`src/rtl/trqs_pkg.sv`:
```
// ----------------------------------------------------------------------------
// trqs_pkg
// Types and constants shared by the thread ready queue scheduler modules.
// ----------------------------------------------------------------------------
package trqs_pkg;

    localparam int THREADS = 16;
    localparam int CONDS   = 4;
    localparam int NQUEUES = CONDS + 1;

    localparam int TID_W = $clog2(THREADS);
    localparam int CID_W = $clog2(CONDS);
    localparam int QID_W = $clog2(NQUEUES);
    localparam int VAL_W = 32;

    localparam logic [QID_W-1:0] READY_Q = QID_W'(0);

    typedef enum logic [2:0] {
        CMD_CREATE      = 3'd0,
        CMD_YIELD       = 3'd1,
        CMD_TICK        = 3'd2,
        CMD_EXIT        = 3'd3,
        CMD_JOIN        = 3'd4,
        CMD_COND_INIT   = 3'd5,
        CMD_COND_WAIT   = 3'd6,
        CMD_COND_SIGNAL = 3'd7
    } cmd_t;

    typedef struct packed {
        cmd_t               command;
        logic [TID_W-1:0]   thread_id;
        logic [CID_W-1:0]   cond_id;
        logic [VAL_W-1:0]   exit_value;
    } ev_word_t;

    typedef struct packed {
        logic [TID_W-1:0]   running_id;
        logic               status;
        logic [VAL_W-1:0]   joined_value;
        logic               joined_valid;
        logic [TID_W-1:0]   woken_id;
        logic               woken_valid;
    } res_word_t;

endpackage

```
`src/rtl/trqs_in_stage.sv`:
```
// ----------------------------------------------------------------------------
// trqs_in_stage
// Input register: holds one event word until the update logic takes it.
// ----------------------------------------------------------------------------
module trqs_in_stage (
    input  logic                clk,
    input  logic                rst_n,
    input  logic                ev_valid,
    output logic                ev_stall,
    input  trqs_pkg::ev_word_t  ev_data,
    input  logic                take,
    output logic                held_valid,
    output trqs_pkg::ev_word_t  held_word
);

    logic               valid_reg;
    logic               valid_next;
    trqs_pkg::ev_word_t word_reg;
    logic               load;

    assign ev_stall   = valid_reg && !take;
    assign load       = ev_valid && !ev_stall;
    assign held_valid = valid_reg;
    assign held_word  = word_reg;

    always_comb
    begin
        priority if (load)
        begin
            valid_next = 1'b1;
        end
        else if (take)
        begin
            valid_next = 1'b0;
        end
        else
        begin
            valid_next = valid_reg;
        end
    end

    always_ff @(posedge clk or negedge rst_n)
    begin
        if (!rst_n)
        begin
            valid_reg <= 1'b0;
        end
        else
        begin
            valid_reg <= valid_next;
        end
    end

    always_ff @(posedge clk)
    begin
        if (load)
        begin
            word_reg <= ev_data;
        end
    end

endmodule

```
`src/rtl/trqs_engine.sv`:
```
// ----------------------------------------------------------------------------
// trqs_engine
// Scheduler state and the single-pass update of ready and wait queues.
// ----------------------------------------------------------------------------
module trqs_engine (
    input  logic                clk,
    input  logic                rst_n,
    input  logic                go,
    input  trqs_pkg::ev_word_t  word,
    output trqs_pkg::res_word_t result
);

    localparam int TW = trqs_pkg::TID_W;
    localparam int QW = trqs_pkg::QID_W;
    localparam int VW = trqs_pkg::VAL_W;

    logic [TW-1:0] cur_reg,  cur_next;
    logic          cv_reg,   cv_next;
    logic [TW-1:0] head_reg  [trqs_pkg::NQUEUES];
    logic [TW-1:0] head_next [trqs_pkg::NQUEUES];
    logic [TW-1:0] tail_reg  [trqs_pkg::NQUEUES];
    logic [TW-1:0] tail_next [trqs_pkg::NQUEUES];
    logic          ne_reg    [trqs_pkg::NQUEUES];
    logic          ne_next   [trqs_pkg::NQUEUES];
    logic [TW-1:0] link_reg  [trqs_pkg::THREADS];
    logic          fin_reg   [trqs_pkg::THREADS];
    logic [TW-1:0] wid_reg   [trqs_pkg::THREADS];
    logic          wv_reg    [trqs_pkg::THREADS];
    logic [VW-1:0] saved_reg [trqs_pkg::THREADS];

    logic          link_we;
    logic [TW-1:0] link_waddr;
    logic [TW-1:0] link_wdata;
    logic          fin_we;
    logic [TW-1:0] fin_addr;
    logic          fin_data;
    logic          wv_we;
    logic [TW-1:0] wv_addr;
    logic          wv_data;
    logic          wid_we;
    logic [TW-1:0] wid_addr;
    logic          sv_we;
    logic [TW-1:0] sv_addr;

    logic [QW-1:0] cq;
    logic [TW-1:0] tid;

    assign cq  = QW'(word.cond_id) + QW'(1);
    assign tid = word.thread_id;

    always_comb
    begin
        logic          pre_pop;
        logic [TW-1:0] pre_t;
        logic          push_en;
        logic [QW-1:0] push_q;
        logic [TW-1:0] push_t;
        logic          dispatch;
        logic [TW-1:0] h;
        logic [TW-1:0] lnk;
        logic [VW-1:0] jval;
        logic          jvalid;
        logic [TW-1:0] wk_id;
        logic          wk_valid;

        pre_pop  = 1'b0;
        pre_t    = '0;
        push_en  = 1'b0;
        push_q   = trqs_pkg::READY_Q;
        push_t   = '0;
        dispatch = 1'b0;
        h        = '0;
        lnk      = '0;
        jval     = '0;
        jvalid   = 1'b0;
        wk_id    = '0;
        wk_valid = 1'b0;

        cur_next  = cur_reg;
        cv_next   = cv_reg;
        head_next = head_reg;
        tail_next = tail_reg;
        ne_next   = ne_reg;

        link_we    = 1'b0;
        link_waddr = '0;
        link_wdata = '0;
        fin_we     = 1'b0;
        fin_addr   = tid;
        fin_data   = 1'b0;
        wv_we      = 1'b0;
        wv_addr    = tid;
        wv_data    = 1'b0;
        wid_we     = 1'b0;
        wid_addr   = tid;
        sv_we      = 1'b0;
        sv_addr    = cur_reg;

        unique case (word.command)
            trqs_pkg::CMD_CREATE:
            begin
                fin_we  = 1'b1;
                wv_we   = 1'b1;
                push_en = 1'b1;
                push_t  = tid;
            end
            trqs_pkg::CMD_YIELD, trqs_pkg::CMD_TICK:
            begin
                push_en  = cv_reg;
                push_t   = cur_reg;
                dispatch = 1'b1;
            end
            trqs_pkg::CMD_EXIT:
            begin
                if (cv_reg)
                begin
                    sv_we    = 1'b1;
                    fin_we   = 1'b1;
                    fin_addr = cur_reg;
                    fin_data = 1'b1;
                    if (wv_reg[cur_reg])
                    begin
                        wv_we    = 1'b1;
                        wv_addr  = cur_reg;
                        wk_id    = wid_reg[cur_reg];
                        wk_valid = 1'b1;
                        push_en  = 1'b1;
                        push_t   = wid_reg[cur_reg];
                    end
                    dispatch = 1'b1;
                end
            end
            trqs_pkg::CMD_JOIN:
            begin
                if (cv_reg)
                begin
                    if (fin_reg[tid])
                    begin
                        jval   = saved_reg[tid];
                        jvalid = (saved_reg[tid] != '0);
                    end
                    else
                    begin
                        wid_we   = 1'b1;
                        wv_we    = 1'b1;
                        wv_data  = 1'b1;
                        dispatch = 1'b1;
                    end
                end
            end
            trqs_pkg::CMD_COND_INIT:
            begin
                ne_next[cq] = 1'b0;
            end
            trqs_pkg::CMD_COND_WAIT:
            begin
                if (cv_reg)
                begin
                    push_en  = 1'b1;
                    push_q   = cq;
                    push_t   = cur_reg;
                    dispatch = 1'b1;
                end
            end
            trqs_pkg::CMD_COND_SIGNAL:
            begin
                pre_pop = 1'b1;
            end
        endcase

        // signal: take the wait head first
        if (pre_pop && ne_next[cq])
        begin
            pre_t  = head_next[cq];
            if (pre_t == tail_next[cq])
            begin
                ne_next[cq] = 1'b0;
            end
            else
            begin
                head_next[cq] = link_reg[pre_t];
            end
            push_en  = 1'b1;
            push_t   = pre_t;
            wk_id    = pre_t;
            wk_valid = 1'b1;
        end

        // append at tail
        if (push_en)
        begin
            if (ne_next[push_q])
            begin
                link_we    = 1'b1;
                link_waddr = tail_next[push_q];
                link_wdata = push_t;
            end
            else
            begin
                head_next[push_q] = push_t;
                ne_next[push_q]   = 1'b1;
            end
            tail_next[push_q] = push_t;
        end

        // ready head runs next
        if (dispatch)
        begin
            if (ne_next[trqs_pkg::READY_Q])
            begin
                h        = head_next[trqs_pkg::READY_Q];
                cur_next = h;
                cv_next  = 1'b1;
                if (link_we && (link_waddr == h))
                begin
                    lnk = link_wdata;
                end
                else
                begin
                    lnk = link_reg[h];
                end
                if (h == tail_next[trqs_pkg::READY_Q])
                begin
                    ne_next[trqs_pkg::READY_Q] = 1'b0;
                end
                else
                begin
                    head_next[trqs_pkg::READY_Q] = lnk;
                end
            end
            else
            begin
                cur_next = '0;
                cv_next  = 1'b0;
            end
        end

        result.running_id   = cv_next ? cur_next : '0;
        result.status       = !cv_next;
        result.joined_value = jval;
        result.joined_valid = jvalid;
        result.woken_id     = wk_valid ? wk_id : '0;
        result.woken_valid  = wk_valid;
    end

    always_ff @(posedge clk or negedge rst_n)
    begin
        if (!rst_n)
        begin
            cur_reg <= '0;
            cv_reg  <= 1'b1;
            for (int q = 0; q < trqs_pkg::NQUEUES; q++)
            begin
                head_reg[q] <= '0;
                tail_reg[q] <= '0;
                ne_reg[q]   <= 1'b0;
            end
            for (int t = 0; t < trqs_pkg::THREADS; t++)
            begin
                fin_reg[t] <= 1'b0;
                wv_reg[t]  <= 1'b0;
            end
        end
        else if (go)
        begin
            cur_reg  <= cur_next;
            cv_reg   <= cv_next;
            head_reg <= head_next;
            tail_reg <= tail_next;
            ne_reg   <= ne_next;
            if (fin_we)
            begin
                fin_reg[fin_addr] <= fin_data;
            end
            if (wv_we)
            begin
                wv_reg[wv_addr] <= wv_data;
            end
        end
    end

    always_ff @(posedge clk)
    begin
        if (go)
        begin
            if (link_we)
            begin
                link_reg[link_waddr] <= link_wdata;
            end
            if (wid_we)
            begin
                wid_reg[wid_addr] <= cur_reg;
            end
            if (sv_we)
            begin
                saved_reg[sv_addr] <= word.exit_value;
            end
        end
    end

endmodule

```
`src/rtl/trqs_out_stage.sv`:
```
// ----------------------------------------------------------------------------
// trqs_out_stage
// Result register: holds one result word until the receiver takes it.
// ----------------------------------------------------------------------------
module trqs_out_stage (
    input  logic                 clk,
    input  logic                 rst_n,
    input  logic                 src_valid,
    input  trqs_pkg::res_word_t  src_word,
    output logic                 take,
    output logic                 res_valid,
    input  logic                 res_stall,
    output trqs_pkg::res_word_t  res_data
);

    logic                valid_reg;
    logic                valid_next;
    trqs_pkg::res_word_t word_reg;

    assign take      = src_valid && (!valid_reg || !res_stall);
    assign res_valid = valid_reg;
    assign res_data  = word_reg;

    always_comb
    begin
        priority if (take)
        begin
            valid_next = 1'b1;
        end
        else if (!res_stall)
        begin
            valid_next = 1'b0;
        end
        else
        begin
            valid_next = valid_reg;
        end
    end

    always_ff @(posedge clk or negedge rst_n)
    begin
        if (!rst_n)
        begin
            valid_reg <= 1'b0;
        end
        else
        begin
            valid_reg <= valid_next;
        end
    end

    always_ff @(posedge clk)
    begin
        if (take)
        begin
            word_reg <= src_word;
        end
    end

endmodule

```
`src/rtl/thread_ready_queue_scheduler_core.sv`:
```
// ----------------------------------------------------------------------------
// thread_ready_queue_scheduler_core
// Round robin scheduler for 16 threads with a ready queue and 4 wait queues.
// ----------------------------------------------------------------------------
// Each event word is captured in an input register, applied to the queue
// state (head, tail and link registers) and its result word is held in an
// output register. One word is taken per clock while the receiver does not
// stall; the result is registered in the output stage as the word leaves the
// input register. Thread 0 runs after reset and no start-up sweep is needed:
// the link, joiner and saved-value tables are only read after being written
// in correct use.
module thread_ready_queue_scheduler_core (
    input  logic                 clk,
    input  logic                 rst_n,
    input  logic                 ev_valid,
    output logic                 ev_stall,
    input  trqs_pkg::ev_word_t   ev_data,
    output logic                 res_valid,
    input  logic                 res_stall,
    output trqs_pkg::res_word_t  res_data
);

    logic                held_valid;
    trqs_pkg::ev_word_t  held_word;
    trqs_pkg::res_word_t result;
    logic                take;

    trqs_in_stage u_in (
        .clk        (clk),
        .rst_n      (rst_n),
        .ev_valid   (ev_valid),
        .ev_stall   (ev_stall),
        .ev_data    (ev_data),
        .take       (take),
        .held_valid (held_valid),
        .held_word  (held_word)
    );

    trqs_engine u_engine (
        .clk    (clk),
        .rst_n  (rst_n),
        .go     (take),
        .word   (held_word),
        .result (result)
    );

    trqs_out_stage u_out (
        .clk       (clk),
        .rst_n     (rst_n),
        .src_valid (held_valid),
        .src_word  (result),
        .take      (take),
        .res_valid (res_valid),
        .res_stall (res_stall),
        .res_data  (res_data)
    );

endmodule

```
`config.mk`:
```
export PLATFORM = sky130hd
export DESIGN_NAME = thread_ready_queue_scheduler_core
export DESIGN_NICKNAME = d
export VERILOG_FILES = /design/src/rtl/trqs_pkg.sv /design/src/rtl/trqs_in_stage.sv /design/src/rtl/trqs_engine.sv /design/src/rtl/trqs_out_stage.sv /design/src/rtl/thread_ready_queue_scheduler_core.sv
export SDC_FILE = /design/constraint.sdc
export NUM_CORES = 1
export LEC_CHECK = 0
export ABC_AREA = 0
export BUFFER_PORTS_ARGS = -buffer_cell sky130_fd_sc_hd__buf_4
export CAP_MARGIN = 20
export CORE_ASPECT_RATIO = 0.7
export CORE_MARGIN = 10
export CORE_UTILIZATION = 56
export DETAILED_ROUTE_END_ITERATION = 12
export PLACE_DENSITY = 0.85
export SYNTH_ARGS = -nofsm -noshare
export SYNTH_HDL_FRONTEND = slang
export SYNTH_SLANG_ARGS = --single-unit
```
`constraint.sdc`:
```
create_clock -name clk -period 4.2 [get_ports clk]
set_input_delay 0.21 -clock clk [delete_from_list [all_inputs] [get_ports clk]]
set_output_delay 0.21 -clock clk [all_outputs]
set_load 0.1 [all_outputs]
```
==> out/qor.yml <==
setup_path:
  cp_common_cell: "buf_4"
  crit_end: "u_engine.head_reg[17]"
  crit_cells: 16
  ff2ff_path_depth: 16
  cp_slowest_cell: "or4_1"
  rr_endpoint: "u_engine.head_reg[17]"
  cpPeakStageDelay_ns: 0.55
  path_class: "register to register"
  startpoint: "u_in.held_word[32]"
  rrSetupSlack_ns: -0.22
  required_ns: 4.71
  critPathMaxFanout: 8
  r2r_start: "u_in.held_word[32]"
  cpLargestDelayFamily: "simple AND/OR/NAND/NOR gates"
  timing.critical_path.arrival_ns: 4.93
  crit_chain: "clkinvlp_4 -> ha_4 -> buf_4 -> o22ai_2 -> and2_4 -> buf_12 -> mux4_2 -> nor3_4 -> o41ai_4 -> nand2b_4 -> buf_4 -> and3_1 -> a211oi_2 -> a311oi_2 -> or4_1 -> a221o_1"
  worst_setup_path_start_kind: "register"
  crit_buf_inv: 4
  end_kind: "register"
timing:
  tns_ns: -0.389
  period_needed_ns: 4.42
  final.period_utilization_pct: 105
  tightest_slew_ns: 1.10
  rsz0062_at_grt: "yes"
  finalClockSkew_ns: 0.0255
  maxSlewHeadroom_pct: 26.7
  setup_viol: 4
  timing.hold.ws_ns: 0.183
  setup_slack_ns: -0.223
  fmax_mhz: 226
  finalHoldViolations: 0
  drv_slew: 0
clock_tree:
  htreeDepth: 3
  clk_path_buf_depth: 3
  path_clk_slew_ns: 0.06
  insertion_delay_ns: 0.65
  cts_tree: "done"
  cts_buffers: 75
  cts-root-buf: "clkbuf_16"
  cts_sinks: 812
global_route:
  grt_pass1_wl_um: 148000
  grt_pass1_vias: 21166
  grt_overflow_total: 0
  grt_max_degree: 72
  grt_antenna_before_repair: 2
  grt_use_total_pct: 28.8
synthesis:
  yosysWarnings: 0
  synth_edf_count: 724
  ys_types: 91
  synth_area_per_cell_sq_um: 17.4
  syn_nets: 1990
  synthCells: 1939
  synth_area_sq_um: 33800
  ys.flop_type: "edfxtp_1"
  async_reset_ff_share_pct: 10.3
  postSynthRegisterBits: 812
  synth-seq-area-share_pct: 70.7
run_status:
  status: "finished with violations"
  violations: "setup timing"
die:
  coreArea_sq_um: 59900
  rows: 75
  die_h_um: 226
  start_util_pct: 56.5
  fp.dieArea_sq_um: 70800
  pin_count: 90
  die_x_um: 314
layout:
  area_growth_pct: 20.9
  fin_nets: 2355
  final_cell_mix: "edfxtp_1, buf_4, mux4_2"
  largest_reg_flops: 512
  final_common_cell: "edfxtp_1"
  insertedDiodeCount: 0
  fillers: 3679
  drive_gt1_share_pct: 34.9
  final_core_util_pct: 68.3
detailed_routing:
  avgViaCountPerCell: 6.71
  drc: 0
  drt_iter0_markers: 3227
  wl_per_cell_um: 32.1
  final_antenna_net_count: 0
  num_vias: 21301
  firstDrtPassIters: 6
  routed_wl_um: 102000
placed_design:
  post-dp-hpwl_um: 60000
  portBuffers: 89
  place_congestion: 1.00
power_and_ir_drop:
  p_leak_nw: 14.1
  irDropWorstVdd_mv: 0.400
  powerDensity_nw_per_um2: 514
job:
  drv_cap: 0
worst_hold_path:
  hp-class: "primary input to async pin"
synthesized netlist by cell type, types with 7 or more instances:
| master | instances | share of area, % |
|---|---|---|
| nor4_1 | 12 | 0.22 |
| o21ai_0 | 60 | 0.89 |
| and3_1 | 19 | 0.35 |
| nor3_1 | 15 | 0.22 |
| a21oi_1 | 57 | 0.84 |
| buf_2 | 12 | 0.18 |
| o22ai_1 | 28 | 0.52 |
| a211oi_1 | 12 | 0.27 |
| mux2i_1 | 23 | 0.68 |
| dfrtp_1 | 83 | 6.1 |
| a22oi_1 | 14 | 0.31 |
| nand3_1 | 32 | 0.47 |
| nand2_1 | 129 | 1.4 |
| nand2b_1 | 16 | 0.30 |
| mux2_2 | 25 | 0.83 |
| nor2_1 | 142 | 1.6 |
| buf_1 | 16 | 0.18 |
| o221ai_1 | 7 | 0.18 |
| a32oi_1 | 9 | 0.23 |
| nand4_1 | 8 | 0.15 |
| edfxtp_1 | 724 | 64 |
| clkbuf_1 | 66 | 0.73 |
| a21o_1 | 8 | 0.18 |
| nor2b_1 | 44 | 0.81 |
| inv_1 | 15 | 0.17 |
| buf_6 | 10 | 0.33 |
| a22o_1 | 7 | 0.18 |
| mux4_2 | 193 | 13 |
| xnor2_1 | 8 | 0.21 |
worst min-delay path by stage:
stage	start	to	slack, ns	cells after the start
floorplan	rst_n	u_engine.cur_reg[0]	-0.09	0
global placement	rst_n	u_engine.wv_reg[11]	0.29	1
detailed placement	rst_n	u_engine.wv_reg[15]	0.30	1
CTS	rst_n	u_engine.cur_reg[1]	0.18	2
global route	rst_n	u_engine.wv_reg[15]	0.26	2
finish	rst_n	u_engine.wv_reg[15]	0.18	2
where the power goes:
group | switching (mW) | leakage (nW) | total (mW) | internal, mW
registers | 0.344 | 7.80 | 9.43 | 9.08
logic | 2.72 | 5.11 | 4.78 | 2.06
clock network | 3.09 | 1.16 | 6.82 | 3.74
cell type report:
type,count,area [sq um],area share [%]
well taps,808,1010,2.47
repair buffers,395,3290,8.05
clock inverters,34,369,0.903
flip-flops and latches,812,23900,58.5
clock buffers,104,2060,5.03
multi-input cells,1005,10200,24.8
inverters,15,60.1,0.147
cells by family after synthesis:
| family | Yosys count | synth area share, % |
|---|---|---|
| DFF | 812 | 70.7 |
| and+or+nand+nor | 457 | 6.57 |
| AOI/OAI and AO/OA | 285 | 5.94 |
| muxes | 246 | 14.6 |
| buffers and inverters | 122 | 1.65 |
| xor gates and xnor gates | 11 | 0.285 |
| adders and majority gates | 6 | 0.222 |
per-stage QoR:
stage          total power [mW]  cells  setup WS [ns]  area [sq um]
3_3_place_gp               13.6   2950         -0.319         37100
2_1_floorplan              11.9   1939        -0.0905         34000
6_report                   21.0   3173         -0.223         40900
5_1_grt                    21.6   3173         -0.348         40900
4_1_cts                    20.6   3150        -0.0908         40200
3_5_place_dp               13.7   2950         -0.290         37100
per-layer routing:
metal | up-vias | routed length, um | GRT usage, %
met5 | - | 13 | 0
met4 | 2 | 4230 | 10.9
met3 | 277 | 11000 | 6.80
met2 | 1524 | 47700 | 44.6
met1 | 10952 | 38900 | 39.6
li1 | 8546 | - | -
repair_timing:
item	CTS	global route
hold endpoints to repair	97	0
setup buffers	17	30
setup endpoints to repair	66	100
gates resized for setup	38	107
pin swaps	15	49
hold buffers	45	0
Note: power is estimated with default switching activity, not from simulation.
